==> src/ibcn_pkg.sv <==
// Package: item types and status codes of the iBeacon advertisement parser.
package ibcn_pkg;

	typedef enum logic [2:0] {
		ST_NOT_BEACON = 3'd0,
		ST_FILTERED   = 3'd1,
		ST_DUPLICATE  = 3'd2,
		ST_STORED_NEW = 3'd3,
		ST_SCAN_DONE  = 3'd4
	} status_t;

	typedef enum logic {
		OP_ADV_BYTE  = 1'b0,
		OP_SCAN_DONE = 1'b1
	} op_t;

	typedef struct packed {
		logic       operation;
		logic [7:0] adv_byte;
		logic       last_byte;
	} adv_item_t;

	typedef struct packed {
		logic [2:0]  status;
		logic [3:0]  colour;
		logic [15:0] temperature;
		logic [15:0] gravity;
		logic [3:0]  stored_count;
	} res_item_t;

	localparam logic [3:0] COLOUR_MIN = 4'd1;
	localparam logic [3:0] COLOUR_MAX = 4'd8;
	localparam logic [3:0] COUNT_MAX  = 4'd8;

endpackage

==> src/ibeacon_adv_parser_dedup.sv <==
// Top level: iBeacon advertisement parser with per-scan colour dedup.
// Takes one advertising payload byte (or a scan-complete item) per cycle and
// sustains one item per cycle while no result is held by res_stall. Each
// item passes an input register, and the parser state is updated as it
// leaves that register, as its result (if any) is written to the output
// register. Only the last byte of an advertisement and scan-complete items
// give a result; other bytes never wait on res_stall.
// colour_filter sits at byte address 0 of the APB port and is to be written
// only while no item is in flight; the user must ensure this, the block does not.
module ibeacon_adv_parser_dedup (
	input  logic                 clk,
	input  logic                 arst_n,
	input  logic                 psel,
	input  logic                 penable,
	input  logic                 pwrite,
	input  logic [2:0]           paddr,
	input  logic [31:0]          pwdata,
	output logic [31:0]          prdata,
	output logic                 pready,
	input  logic                 adv_valid,
	output logic                 adv_stall,
	input  ibcn_pkg::adv_item_t  adv_item,
	output logic                 res_valid,
	input  logic                 res_stall,
	output ibcn_pkg::res_item_t  res_item
);

	logic                 valid_s1;
	ibcn_pkg::adv_item_t  item_s1;
	logic                 res_valid_q;
	ibcn_pkg::res_item_t  res_q;
	ibcn_pkg::res_item_t  result;
	logic [3:0]           colour_filter_q;
	logic                 has_result;
	logic                 out_free;
	logic                 go;
	logic                 reg_sel;

	assign pready  = 1'b1;
	assign reg_sel = (paddr[2] == 1'b0);
	assign prdata  = reg_sel ? {28'd0, colour_filter_q} : 32'd0;

	always_ff @(posedge clk or negedge arst_n) begin
		if (!arst_n) begin
			colour_filter_q <= 4'd0;
		end else if (psel && penable && pwrite && reg_sel) begin
			colour_filter_q <= pwdata[3:0];
		end
	end

	assign has_result = (item_s1.operation == ibcn_pkg::OP_SCAN_DONE) || item_s1.last_byte;
	assign out_free   = !res_valid_q || !res_stall;
	assign go         = valid_s1 && (!has_result || out_free);
	assign adv_stall  = valid_s1 && !go;

	always_ff @(posedge clk or negedge arst_n) begin
		if (!arst_n) begin
			valid_s1 <= 1'b0;
		end else if (!valid_s1 || go) begin
			valid_s1 <= adv_valid;
		end
	end

	always_ff @(posedge clk) begin
		if (adv_valid && !adv_stall)
			item_s1 <= adv_item;
	end

	ibcn_core u_core (
		.clk           (clk),
		.arst_n        (arst_n),
		.step          (go),
		.item          (item_s1),
		.colour_filter (colour_filter_q),
		.result        (result)
	);

	always_ff @(posedge clk or negedge arst_n) begin
		if (!arst_n) begin
			res_valid_q <= 1'b0;
		end else if (go && has_result) begin
			res_valid_q <= 1'b1;
		end else if (!res_stall) begin
			res_valid_q <= 1'b0;
		end
	end

	always_ff @(posedge clk) begin
		if (go && has_result)
			res_q <= result;
	end

	assign res_valid = res_valid_q;
	assign res_item  = res_q;

endmodule

==> src/ibcn_core.sv <==
// Parser state and per-byte next-state logic: structure walk, match, colour record, dedup, result.
module ibcn_core (
	input  logic                  clk,
	input  logic                  arst_n,
	input  logic                  step,
	input  ibcn_pkg::adv_item_t   item,
	input  logic [3:0]            colour_filter,
	output ibcn_pkg::res_item_t   result
);

	localparam logic [7:0] MIN_BEACON_LEN = 8'd26;
	localparam logic [4:0] OFFSET_MAX     = 5'd31;
	localparam logic [4:0] OFF_COLOUR     = 5'd8;
	localparam logic [4:0] OFF_TEMP_HI    = 5'd21;
	localparam logic [4:0] OFF_TEMP_LO    = 5'd22;
	localparam logic [4:0] OFF_GRAV_HI    = 5'd23;
	localparam logic [4:0] OFF_GRAV_LO    = 5'd24;

	typedef enum logic [1:0] {
		V_UNDECIDED  = 2'd0,
		V_NOT_BEACON = 2'd1,
		V_BEACON     = 2'd2
	} verdict_t;

	typedef struct packed {
		logic       cmp;
		logic [7:0] value;
	} expect_t;

	// Fixed bytes of the manufacturer structure: header, company, type, UUID.
	function automatic expect_t expected_byte(input logic [4:0] off);
		expect_t e;
		e.cmp = 1'b1;
		unique case (off)
			5'd0:  e.value = 8'hFF;
			5'd1:  e.value = 8'h4C;
			5'd2:  e.value = 8'h00;
			5'd3:  e.value = 8'h02;
			5'd4:  e.value = 8'h15;
			5'd5:  e.value = 8'hA4;
			5'd6:  e.value = 8'h95;
			5'd7:  e.value = 8'hBB;
			5'd9:  e.value = 8'hC5;
			5'd10: e.value = 8'hB1;
			5'd11: e.value = 8'h4B;
			5'd12: e.value = 8'h44;
			5'd13: e.value = 8'hB5;
			5'd14: e.value = 8'h12;
			5'd15: e.value = 8'h13;
			5'd16: e.value = 8'h70;
			5'd17: e.value = 8'hF0;
			5'd18: e.value = 8'h2D;
			5'd19: e.value = 8'h74;
			5'd20: e.value = 8'hDE;
			default: begin
				e.cmp   = 1'b0;
				e.value = 8'h00;
			end
		endcase
		return e;
	endfunction

	logic [7:0]  left_q, left_n;
	logic [4:0]  off_q, off_n;
	logic        match_q, match_n;
	logic        stopped_q, stopped_n;
	verdict_t    verdict_q, verdict_n;
	logic [3:0]  col_q, col_n;
	logic [15:0] temp_q, temp_n;
	logic [15:0] grav_q, grav_n;
	logic [7:0]  seen_q, seen_n;
	logic [3:0]  cnt_q, cnt_n;

	expect_t     exp_b;
	logic [3:0]  col_m1;
	logic        filtered;
	logic        dup;

	assign exp_b  = expected_byte(off_q);

	always_comb begin
		left_n    = left_q;
		off_n     = off_q;
		match_n   = match_q;
		stopped_n = stopped_q;
		verdict_n = verdict_q;
		col_n     = col_q;
		temp_n    = temp_q;
		grav_n    = grav_q;
		seen_n    = seen_q;
		cnt_n     = cnt_q;
		col_m1    = 4'd0;
		filtered  = 1'b0;
		dup       = 1'b0;

		result.status       = ibcn_pkg::ST_NOT_BEACON;
		result.colour       = 4'd0;
		result.temperature  = 16'd0;
		result.gravity      = 16'd0;
		result.stored_count = cnt_q;

		if (item.operation == ibcn_pkg::OP_SCAN_DONE) begin
			result.status = ibcn_pkg::ST_SCAN_DONE;
			seen_n        = 8'd0;
			cnt_n         = 4'd0;
		end else begin
			if (!stopped_q) begin
				if (left_q == 8'd0) begin
					// length byte opens a structure; zero ends the payload
					if (item.adv_byte == 8'd0) begin
						stopped_n = 1'b1;
					end else begin
						left_n  = item.adv_byte;
						off_n   = 5'd0;
						match_n = (item.adv_byte >= MIN_BEACON_LEN);
					end
				end else begin
					left_n = left_q - 8'd1;
					if (match_q) begin
						if (exp_b.cmp && item.adv_byte != exp_b.value)
							match_n = 1'b0;
						if (off_q == OFF_COLOUR)  col_n = item.adv_byte[7:4];
						if (off_q == OFF_TEMP_HI) temp_n = {item.adv_byte, 8'd0};
						if (off_q == OFF_TEMP_LO) temp_n = {temp_q[15:8], item.adv_byte};
						if (off_q == OFF_GRAV_HI) grav_n = {item.adv_byte, 8'd0};
						if (off_q == OFF_GRAV_LO) grav_n = {grav_q[15:8], item.adv_byte};
					end
					if (off_q != OFFSET_MAX) off_n = off_q + 5'd1;
					if (left_n == 8'd0 && match_n) begin
						if (col_n >= ibcn_pkg::COLOUR_MIN && col_n <= ibcn_pkg::COLOUR_MAX)
							verdict_n = V_BEACON;
						else
							verdict_n = V_NOT_BEACON;
						stopped_n = 1'b1;
					end
				end
			end

			if (item.last_byte && verdict_n == V_BEACON) begin
				col_m1   = col_n - 4'd1;
				filtered = (colour_filter != 4'd0) && (colour_filter != col_n);
				dup      = seen_q[col_m1[2:0]];
				result.colour      = col_n;
				result.temperature = temp_n;
				result.gravity     = grav_n;
				priority if (filtered) begin
					result.status = ibcn_pkg::ST_FILTERED;
				end else if (dup) begin
					result.status = ibcn_pkg::ST_DUPLICATE;
				end else begin
					result.status = ibcn_pkg::ST_STORED_NEW;
					seen_n[col_m1[2:0]] = 1'b1;
					if (cnt_q < ibcn_pkg::COUNT_MAX) cnt_n = cnt_q + 4'd1;
				end
				result.stored_count = cnt_n;
			end
		end

		// end of advertisement or scan: drop the parse state
		if (item.operation == ibcn_pkg::OP_SCAN_DONE || item.last_byte) begin
			left_n    = 8'd0;
			off_n     = 5'd0;
			match_n   = 1'b0;
			stopped_n = 1'b0;
			verdict_n = V_UNDECIDED;
			col_n     = 4'd0;
			temp_n    = 16'd0;
			grav_n    = 16'd0;
		end
	end

	always_ff @(posedge clk or negedge arst_n) begin
		if (!arst_n) begin
			left_q    <= 8'd0;
			off_q     <= 5'd0;
			match_q   <= 1'b0;
			stopped_q <= 1'b0;
			verdict_q <= V_UNDECIDED;
			col_q     <= 4'd0;
			temp_q    <= 16'd0;
			grav_q    <= 16'd0;
			seen_q    <= 8'd0;
			cnt_q     <= 4'd0;
		end else if (step) begin
			left_q    <= left_n;
			off_q     <= off_n;
			match_q   <= match_n;
			stopped_q <= stopped_n;
			verdict_q <= verdict_n;
			col_q     <= col_n;
			temp_q    <= temp_n;
			grav_q    <= grav_n;
			seen_q    <= seen_n;
			cnt_q     <= cnt_n;
		end
	end

endmodule

==> config.mk <==
export PLATFORM = sky130hd
export DESIGN_NAME = ibeacon_adv_parser_dedup
export DESIGN_NICKNAME = d
export VERILOG_FILES = /design/src/ibcn_pkg.sv /design/src/ibeacon_adv_parser_dedup.sv /design/src/ibcn_core.sv
export SDC_FILE = /design/constraint.sdc
export NUM_CORES = 1
export LEC_CHECK = 0
export BUFFER_PORTS_ARGS = -buffer_cell sky130_fd_sc_hd__buf_2
export CAP_MARGIN = 20
export CORE_MARGIN = 5
export CORE_UTILIZATION = 40
export DETAILED_ROUTE_END_ITERATION = 10
export GPL_TIMING_DRIVEN = 0
export PLACE_DENSITY = 0.6
export SLEW_MARGIN = 20
export SYNTH_ARGS = -nofsm -noshare
export SYNTH_HDL_FRONTEND = slang
export SYNTH_SLANG_ARGS = --single-unit
export TNS_END_PERCENT = 30
==> constraint.sdc <==
create_clock -name clk -period 5.25 [get_ports clk]
set_input_delay 0.2625 -clock clk [delete_from_list [all_inputs] [get_ports clk]]
set_output_delay 0.2625 -clock clk [all_outputs]
set_load 0.05 [all_outputs]
==> metrics.md, run 1 <==
| Metric | Value |
|---|---|
| CORE AREA | `0.0166 sq mm` |
| Initial Util | `40.8%` |
| Via density | `5.49` |
| Hold crit path type | `input pin to flip-flop` |
| Diode count | `0` |
| Pin count of the biggest net entering global routing | `47` |
| Clock transition at the registers of the reported paths | `0.06 ns` |
| Mux contribution to synthesized area | `5.68%` |
| First-pass DRT Iterations | `5` |
| Area Growth Syn to Fin | `20.8%` |
| Arrival @ worst endpoint | `4.91 ns` |
| Most frequent cells in the layout | `buf_2 (77), dfrtp_1 (71), nor2_1 (57), edfxtp_1 (53), nand2_1 (50)` |
| Number of synthesized register bits | `124` |
| Crit-path max cell delay | `0.56 ns` |
| Row cnt | `47` |
| Final wirelength | `17200 um` |
| Clock latency on the worst-skew pair | `0.43 ns` |
| Hold Slack | `0.0144 ns` |
| Die area | `0.0197 sq mm` |
| Antenna violations before repair | `0` |
| Simple-Gate Fraction of Synth Area | `16.3%` |
| Reg2Reg Depth | `13` |
| Worst Setup Start Kind | `flip-flop` |
| YS warnings | `0` |
| Yosys top cell area share | `26.2%` |
| Max-slew headroom | `50.3%` |
| Adder-Cell Fraction of Synth Area | `1.84%` |
| Complex-gate fraction of the synthesized area | `17.0%` |
| Fin crit share | `89.2%` |
| Post-synth EDFFs | `53` |
| Slew Limit Fails | `0` |
| Drt drc | `0` |
| DP Cell Count | `969` |
| Final setup vio count | `0` |
| Max-cap violations | `0` |
| CP top delay family | `simple AND/OR/NAND/NOR gates` |
| Via count | `5521` |
| Status | `finished, final reports clean` |
| Largest family of logic cells by synthesized area | `compound AO/OA/AOI/OAI gates` |
| Cells after Synth | `650` |
| Reg2reg setup slack | `0.57 ns` |
| Sequential area share after synthesis | `49.6%` |
| Minimum clock period | `4.68 ns` |
| Die Width | `140 um` |
| Final ANT Viol Nets | `0` |
| Fin cells | `1005` |
| Syn avg cell area | `10.4 sq um` |
| Worst setup EP type | `flip-flop` |
| Final-stage net count | `834` |
| CTS Buf Count | `17` |
| CP Max Fanout | `10` |
| Leading area contributor after synthesis | `dfrtp_1` |
| Synth Area in XOR/XNOR | `2.43%` |
| CP Data Required Time | `5.48 ns` |
| Worst hold endpoint | `item_s1[9]` |
| Commonest non-fill, non-tap cell in the layout | `buf_2` |
| Asr flop ratio synth | `57.3%` |
| Longest Clk Path Bufs | `2` |
| CP bufs+invs | `3` |
| GRT overflow | `0` |
| Final hold viol count | `0` |
| Post-DR wirelength/cell | `17.1 um` |
| HPWL Detailed | `12500 um` |
| P_leak | `0.00340 uW` |
| Slowest CP cell | `nor4_1` |
| CTS H-Tree Depth | `4` |
| RR Endpoint | `res_item[39]` |
| Resize count post-CTS | `0` |
| RSZ-0062 raised after global routing | `no` |
| Final core utilization | `49.3%` |
| Worst path cell trace | `ha_1 -> clkbuf_1 -> clkbuf_1 -> and3_1 -> ha_1 -> nor4_1 -> xnor2_1 -> o41ai_1 -> and4b_1 -> mux2_2 -> or2_1 -> buf_2 -> a21oi_1` |
| Max VDD drop | `0.000245 V` |
| R2R Path Start | `u_core.off_q[0]` |
| Io pins | `130` |
| Final Total Pwr | `3290 uW` |
| Hold_sp | `adv_item[9]` |
| Post-Syn Area | `0.00679 sq mm` |
| Initial DRC Count | `354` |
| PortBufs | `70` |
| CTS tree | `yes` |
| Hold Crit Depth | `1` |
| P per Cell Area | `401 mW/mm^2` |
| Die height | `140 um` |
| Worst Tran Pin Value | `0.738 ns` |
| GRT Overall Usage | `17.9%` |
| Gpl congestion | `0.885` |
| First-pass GRT wire length | `28300 um` |
| Main synth FF type | `dfrtp_1` |
| Vias in the first global route | `5442` |
| Clock skew | `0.00843 ns` |
| Synth top area cells | `dfrtp_1 (26%), edfxtp_1 (23%), a22o_1 (4.4%)` |
| Root Driver | `clkbuf_16` |
| Fmax | `214 MHz` |
| Setup CP Type | `flip-flop to flip-flop` |
| Yosys cell types | `73` |
| Share of cells above drive strength 1 | `21.1%` |
| CTS sink count | `124` |
| Setup TNS | `0 ns` |
==> worst reg2reg max path: stages, from the launching register on <==
cell and delay, ns:
dfrtp_1 0.43, ha_1 0.27, clkbuf_1 0.25, clkbuf_1 0.34, and3_1 0.30, ha_1 0.23
nor4_1 0.56, xnor2_1 0.12, o41ai_1 0.50, and4b_1 0.33, mux2_2 0.44, or2_1 0.25
buf_2 0.20, a21oi_1 0.27
==> layer usage <==
metal  vias to the layer above  track usage (%)  routed length, um
met2                       207             28.2               8050
met4                         0             7.39                453
met5                         -                0                  0
met3                        33             5.08               1010
li1                       2602                -                  -
met1                      2679             23.3               7630
==> how the worst max path moves through the flow <==
stage / depth (start not counted) / slack [ns] / end / from
after detailed placement: 14 / 0.60 / res_item[29] / u_core.off_q[0]
after global routing: 14 / 0.30 / res_item[37] / u_core.off_q[0]
after global placement: 14 / 0.63 / res_item[27] / u_core.off_q[0]
after CTS: 14 / 0.58 / res_item[29] / u_core.off_q[0]
after floorplan: 14 / 1.45 / res_item[27] / u_core.off_q[0]
final: 13 / 0.57 / res_item[39] / u_core.off_q[0]
==> Yosys cell counts (3+ instances only) <==
master / count
o21ai_1: 5
nand4_1: 5
o21ai_0: 31
buf_1: 4
o311ai_1: 3
a2111oi_0: 4
nand2b_1: 8
o31ai_1: 7
and3_1: 8
a21oi_1: 25
o211ai_1: 9
dfrtp_1: 71
inv_1: 14
nand2_1: 50
nor2_1: 58
nor4_1: 5
or4_1: 3
xnor2_1: 9
a32o_1: 3
a22oi_1: 9
a31oi_1: 5
clkbuf_1: 30
ha_1: 10
mux2_2: 7
edfxtp_1: 53
nand3_1: 13
buf_2: 8
mux2i_1: 22
xor2_1: 8
a41oi_1: 8
nor3_1: 16
nor2b_1: 6
a22o_1: 34
buf_4: 30
or2_2: 5
nor3b_1: 10
and2_1: 5
==> timing repair <==
action | in CTS | in global routing
hold endpoints to repair | 27 | 1
setup buffers | 0 | 0
hold buffers | 3 | 1
==> cell families (layout without fill, tap and decap cells) <==
logic type	count (synthesis)	count (layout)
buffers and inverters	89	197
multiplexers	33	33
XOR/XNOR	18	18
flip-flops	124	124
other	2	29
AND/OR/NAND/NOR	212	212
adder cells (fa/ha/maj)	10	10
AO/OA/AOI/OAI	162	162
==> final cells by class <==
cell class / instances / area, sq um
fillers: 1517 / 8450
flip-flops and latches: 124 / 3370
multi-input cells: 464 / 3050
clock buffers: 21 / 440
repair buffers: 76 / 440
plain buffers: 74 / 415
well taps: 220 / 275
clock inverters: 11 / 144
inverters: 15 / 58.8
==> power by group <==
part	total [uW]	internal, uW	switching [uW]
sequential	1180	1100	81.4
combinational	938	312	626
clock	1170	743	423
==> per-stage QoR <==
stage                     worst slack [ns]  cell area [sq um]
after floorplan                       1.45               6890
after global placement               0.626               7510
after detailed placement             0.596               7570
after CTS                            0.585               8190
after global routing                 0.305               8200
final                                0.569               8200
==> registers in the layout, summed over array words and instances (netlist names) <==
| signal | flops |
|---|---|
| colour_filter_q | 4 |
| item_s1 | 10 |
| res_item | 43 |
| res_valid | 1 |
| u_core.cnt_q | 4 |
| u_core.col_q | 4 |
| u_core.grav_q | 16 |
| u_core.left_q | 8 |
| u_core.match_q | 1 |
| u_core.off_q | 5 |
| u_core.seen_q | 8 |
| u_core.stopped_q | 1 |
| u_core.temp_q | 16 |
| u_core.verdict_q | 2 |
| valid_s1 | 1 |
No activity file was read; power rests on OpenSTA's default activity.
==> run 2, diff against run 1 <==
==> constraint.sdc (replaced) <==
create_clock -name clk -period 5.6 [get_ports clk]
set_input_delay 0.28 -clock clk [delete_from_list [all_inputs] [get_ports clk]]
set_output_delay 0.28 -clock clk [all_outputs]
set_load 0.05 [all_outputs]
==> metrics.md, run 2 (synthesis gave the netlist of run 1 again) <==
| Metric | Value |
|---|---|
| Status | `finished, final reports clean` |
| CTS sink count | `124 (unchanged)` |
| Drt drc | `0 (unchanged)` |
| Diode count | `0 (unchanged)` |
| Via count | `5528 (+0.13%)` |
| Row cnt | `47 (unchanged)` |
| CP Data Required Time | `5.88 ns (+0.40 ns)` |
| P per Cell Area | `377 mW/mm^2 (-6.0%)` |
| DP Cell Count | `969 (unchanged)` |
| Max-slew headroom | `50.9% (+0.57 points)` |
| Final core utilization | `49.1% (-0.18 points)` |
| Worst Setup Start Kind | `flip-flop` |
| GRT overflow | `0 (unchanged)` |
| Final setup vio count | `0 (unchanged)` |
| PortBufs | `70 (unchanged)` |
| Via density | `5.52 (+0.43%)` |
| Worst setup EP type | `flip-flop` |
| First-pass DRT Iterations | `5 (unchanged)` |
| Worst Tran Pin Value | `0.730 ns (-0.00850 ns)` |
| Initial Util | `40.8% (unchanged)` |
| Setup TNS | `0 ns (unchanged)` |
| Setup CP Type | `flip-flop to flip-flop` |
| Die height | `140 um (unchanged)` |
| Io pins | `130 (unchanged)` |
| Gpl congestion | `0.885 (unchanged)` |
| Clock latency on the worst-skew pair | `0.43 ns (about the same)` |
| Pin count of the biggest net entering global routing | `47 (unchanged)` |
| CP Max Fanout | `10 (unchanged)` |
| CTS H-Tree Depth | `4 (unchanged)` |
| Share of cells above drive strength 1 | `21.2% (+0.081 points)` |
| First-pass GRT wire length | `28300 um (unchanged)` |
| Clock transition at the registers of the reported paths | `0.05 ns (about the same)` |
| Dpl cell area | `0.00757 sq mm (unchanged)` |
| Area Growth Syn to Fin | `20.3%` |
| Clock skew | `0.00878 ns (+0.000347 ns)` |
| RSZ-0062 raised after global routing | `no` |
| CTS tree | `yes` |
| Max-cap violations | `0 (unchanged)` |
| # hold bufs at CTS | `1 (-2)` |
| Resize count post-CTS | `0 (unchanged)` |
| Die Width | `140 um (unchanged)` |
| Commonest non-fill, non-tap cell in the layout | `buf_2` |
| Antenna violations before repair | `0 (unchanged)` |
| HPWL Detailed | `12500 um (unchanged)` |
| Initial DRC Count | `376 (+6.2%)` |
| Max FFs per register | `43 (unchanged)` |
| Minimum clock period | `4.69 ns (+0.0106 ns)` |
| Final-stage net count | `831 (-0.36%)` |
| Fin crit share | `83.8% (-5.4 points)` |
| Final ANT Viol Nets | `0 (unchanged)` |
| Final hold viol count | `0 (unchanged)` |
| Slew Limit Fails | `0 (unchanged)` |
| Longest Clk Path Bufs | `2 (unchanged)` |
| Max VDD drop | `0.000227 V (-7.3%)` |
| Fin cells | `1002 (-0.30%)` |
| Setup ws final | `0.908 ns (+0.339 ns)` |
| Arrival @ worst endpoint | `4.97 ns (+0.06 ns)` |
| Setup WS pre-CTS | `0.946 ns (+0.350 ns)` |
| Final wirelength | `17200 um (about the same)` |
| Vias in the first global route | `5442 (unchanged)` |
| Most frequent cells in the layout | `buf_2 (77), dfrtp_1 (71), nor2_1 (57), edfxtp_1 (53), nand2_1 (50)` |
| P_leak | `0.00338 uW (-0.37%)` |
| Post-route cell area | `0.00817 sq mm (-0.37%)` |
| Fmax | `213 MHz (-0.23%)` |
| CTS Buf Count | `17 (unchanged)` |
| Hold crit path type | `input pin to flip-flop` |
| Root Driver | `clkbuf_16` |
| Setup repair bufs after CTS | `0 (unchanged)` |
| GRT Overall Usage | `17.9% (unchanged)` |
| Die area | `0.0197 sq mm (unchanged)` |
| CORE AREA | `0.0166 sq mm (unchanged)` |
| Post-DR wirelength/cell | `17.1 um (+0.38%)` |
[run 2: cell count changes in the layout (fill, tap and decap cells not counted)]
cell	before	now
dlygate4sd3_1	4	1
[run 2: per-layer routing]
layer	GRT usage, %	part of all wire (%)
met1	23.4	44
met2	28.1	47
met3	5.08	6.3
met4	7.39	2.6
met5	0	0
[run 2: worst paths after layout]
path / start / to / slack, ns / depth (start not counted)
worst min-delay path: adv_item[9] / item_s1[9] / 0.03 / 1
min in group asynchronous: arst_n / u_core.temp_q[6] / 0.32 / 2
max in group asynchronous: arst_n / u_core.off_q[3] / 4.71 / 3
worst min register to register: u_core.seen_q[6] / u_core.seen_q[6] / 0.49 / 2
worst max-delay path: u_core.off_q[0] / res_item[27] / 0.91 / 14
worst max register to register: u_core.off_q[0] / res_item[27] / 0.91 / 14
[run 2: area by class of cell]
| class | count | area (sq um) |
|---|---|---|
| buffer | 74 | 415 |
| clock buffer | 21 | 440 |
| clock inverter | 11 | 144 |
| fill | 1520 | 8480 |
| inverter | 15 | 58.8 |
| multi-input combinational | 464 | 3050 |
| sequential | 124 | 3370 |
| tap | 220 | 275 |
| timing repair buffer | 73 | 410 |
[run 2: critical path: stages (launching register included)]
cell and delay [ns]:
dfrtp_1 0.43, ha_1 0.27, clkbuf_1 0.25, clkbuf_1 0.35
and3_1 0.30, ha_1 0.24, nor4_1 0.55, xnor2_1 0.12
o41ai_1 0.50, and4b_1 0.32, mux2_2 0.44, or2_1 0.25
buf_2 0.20, buf_4 0.20, nor2_1 0.12
[run 2: power breakdown]
group          total, uW  internal, uW  leakage (uW)  switching [uW]
sequential          1110          1030       0.00150            77.0
combinational        877           291       0.00161             586
clock               1090           697      0.000275             397
[run 2: metrics by stage]
step           hold WS, ns  power, uW
5_1_grt            0.00999       3240
4_1_cts             0.0158       3090
3_3_place_gp         0.456       1970
3_5_place_dp         0.226       1990
2_1_floorplan      -0.0156       1780
6_report            0.0298       3080
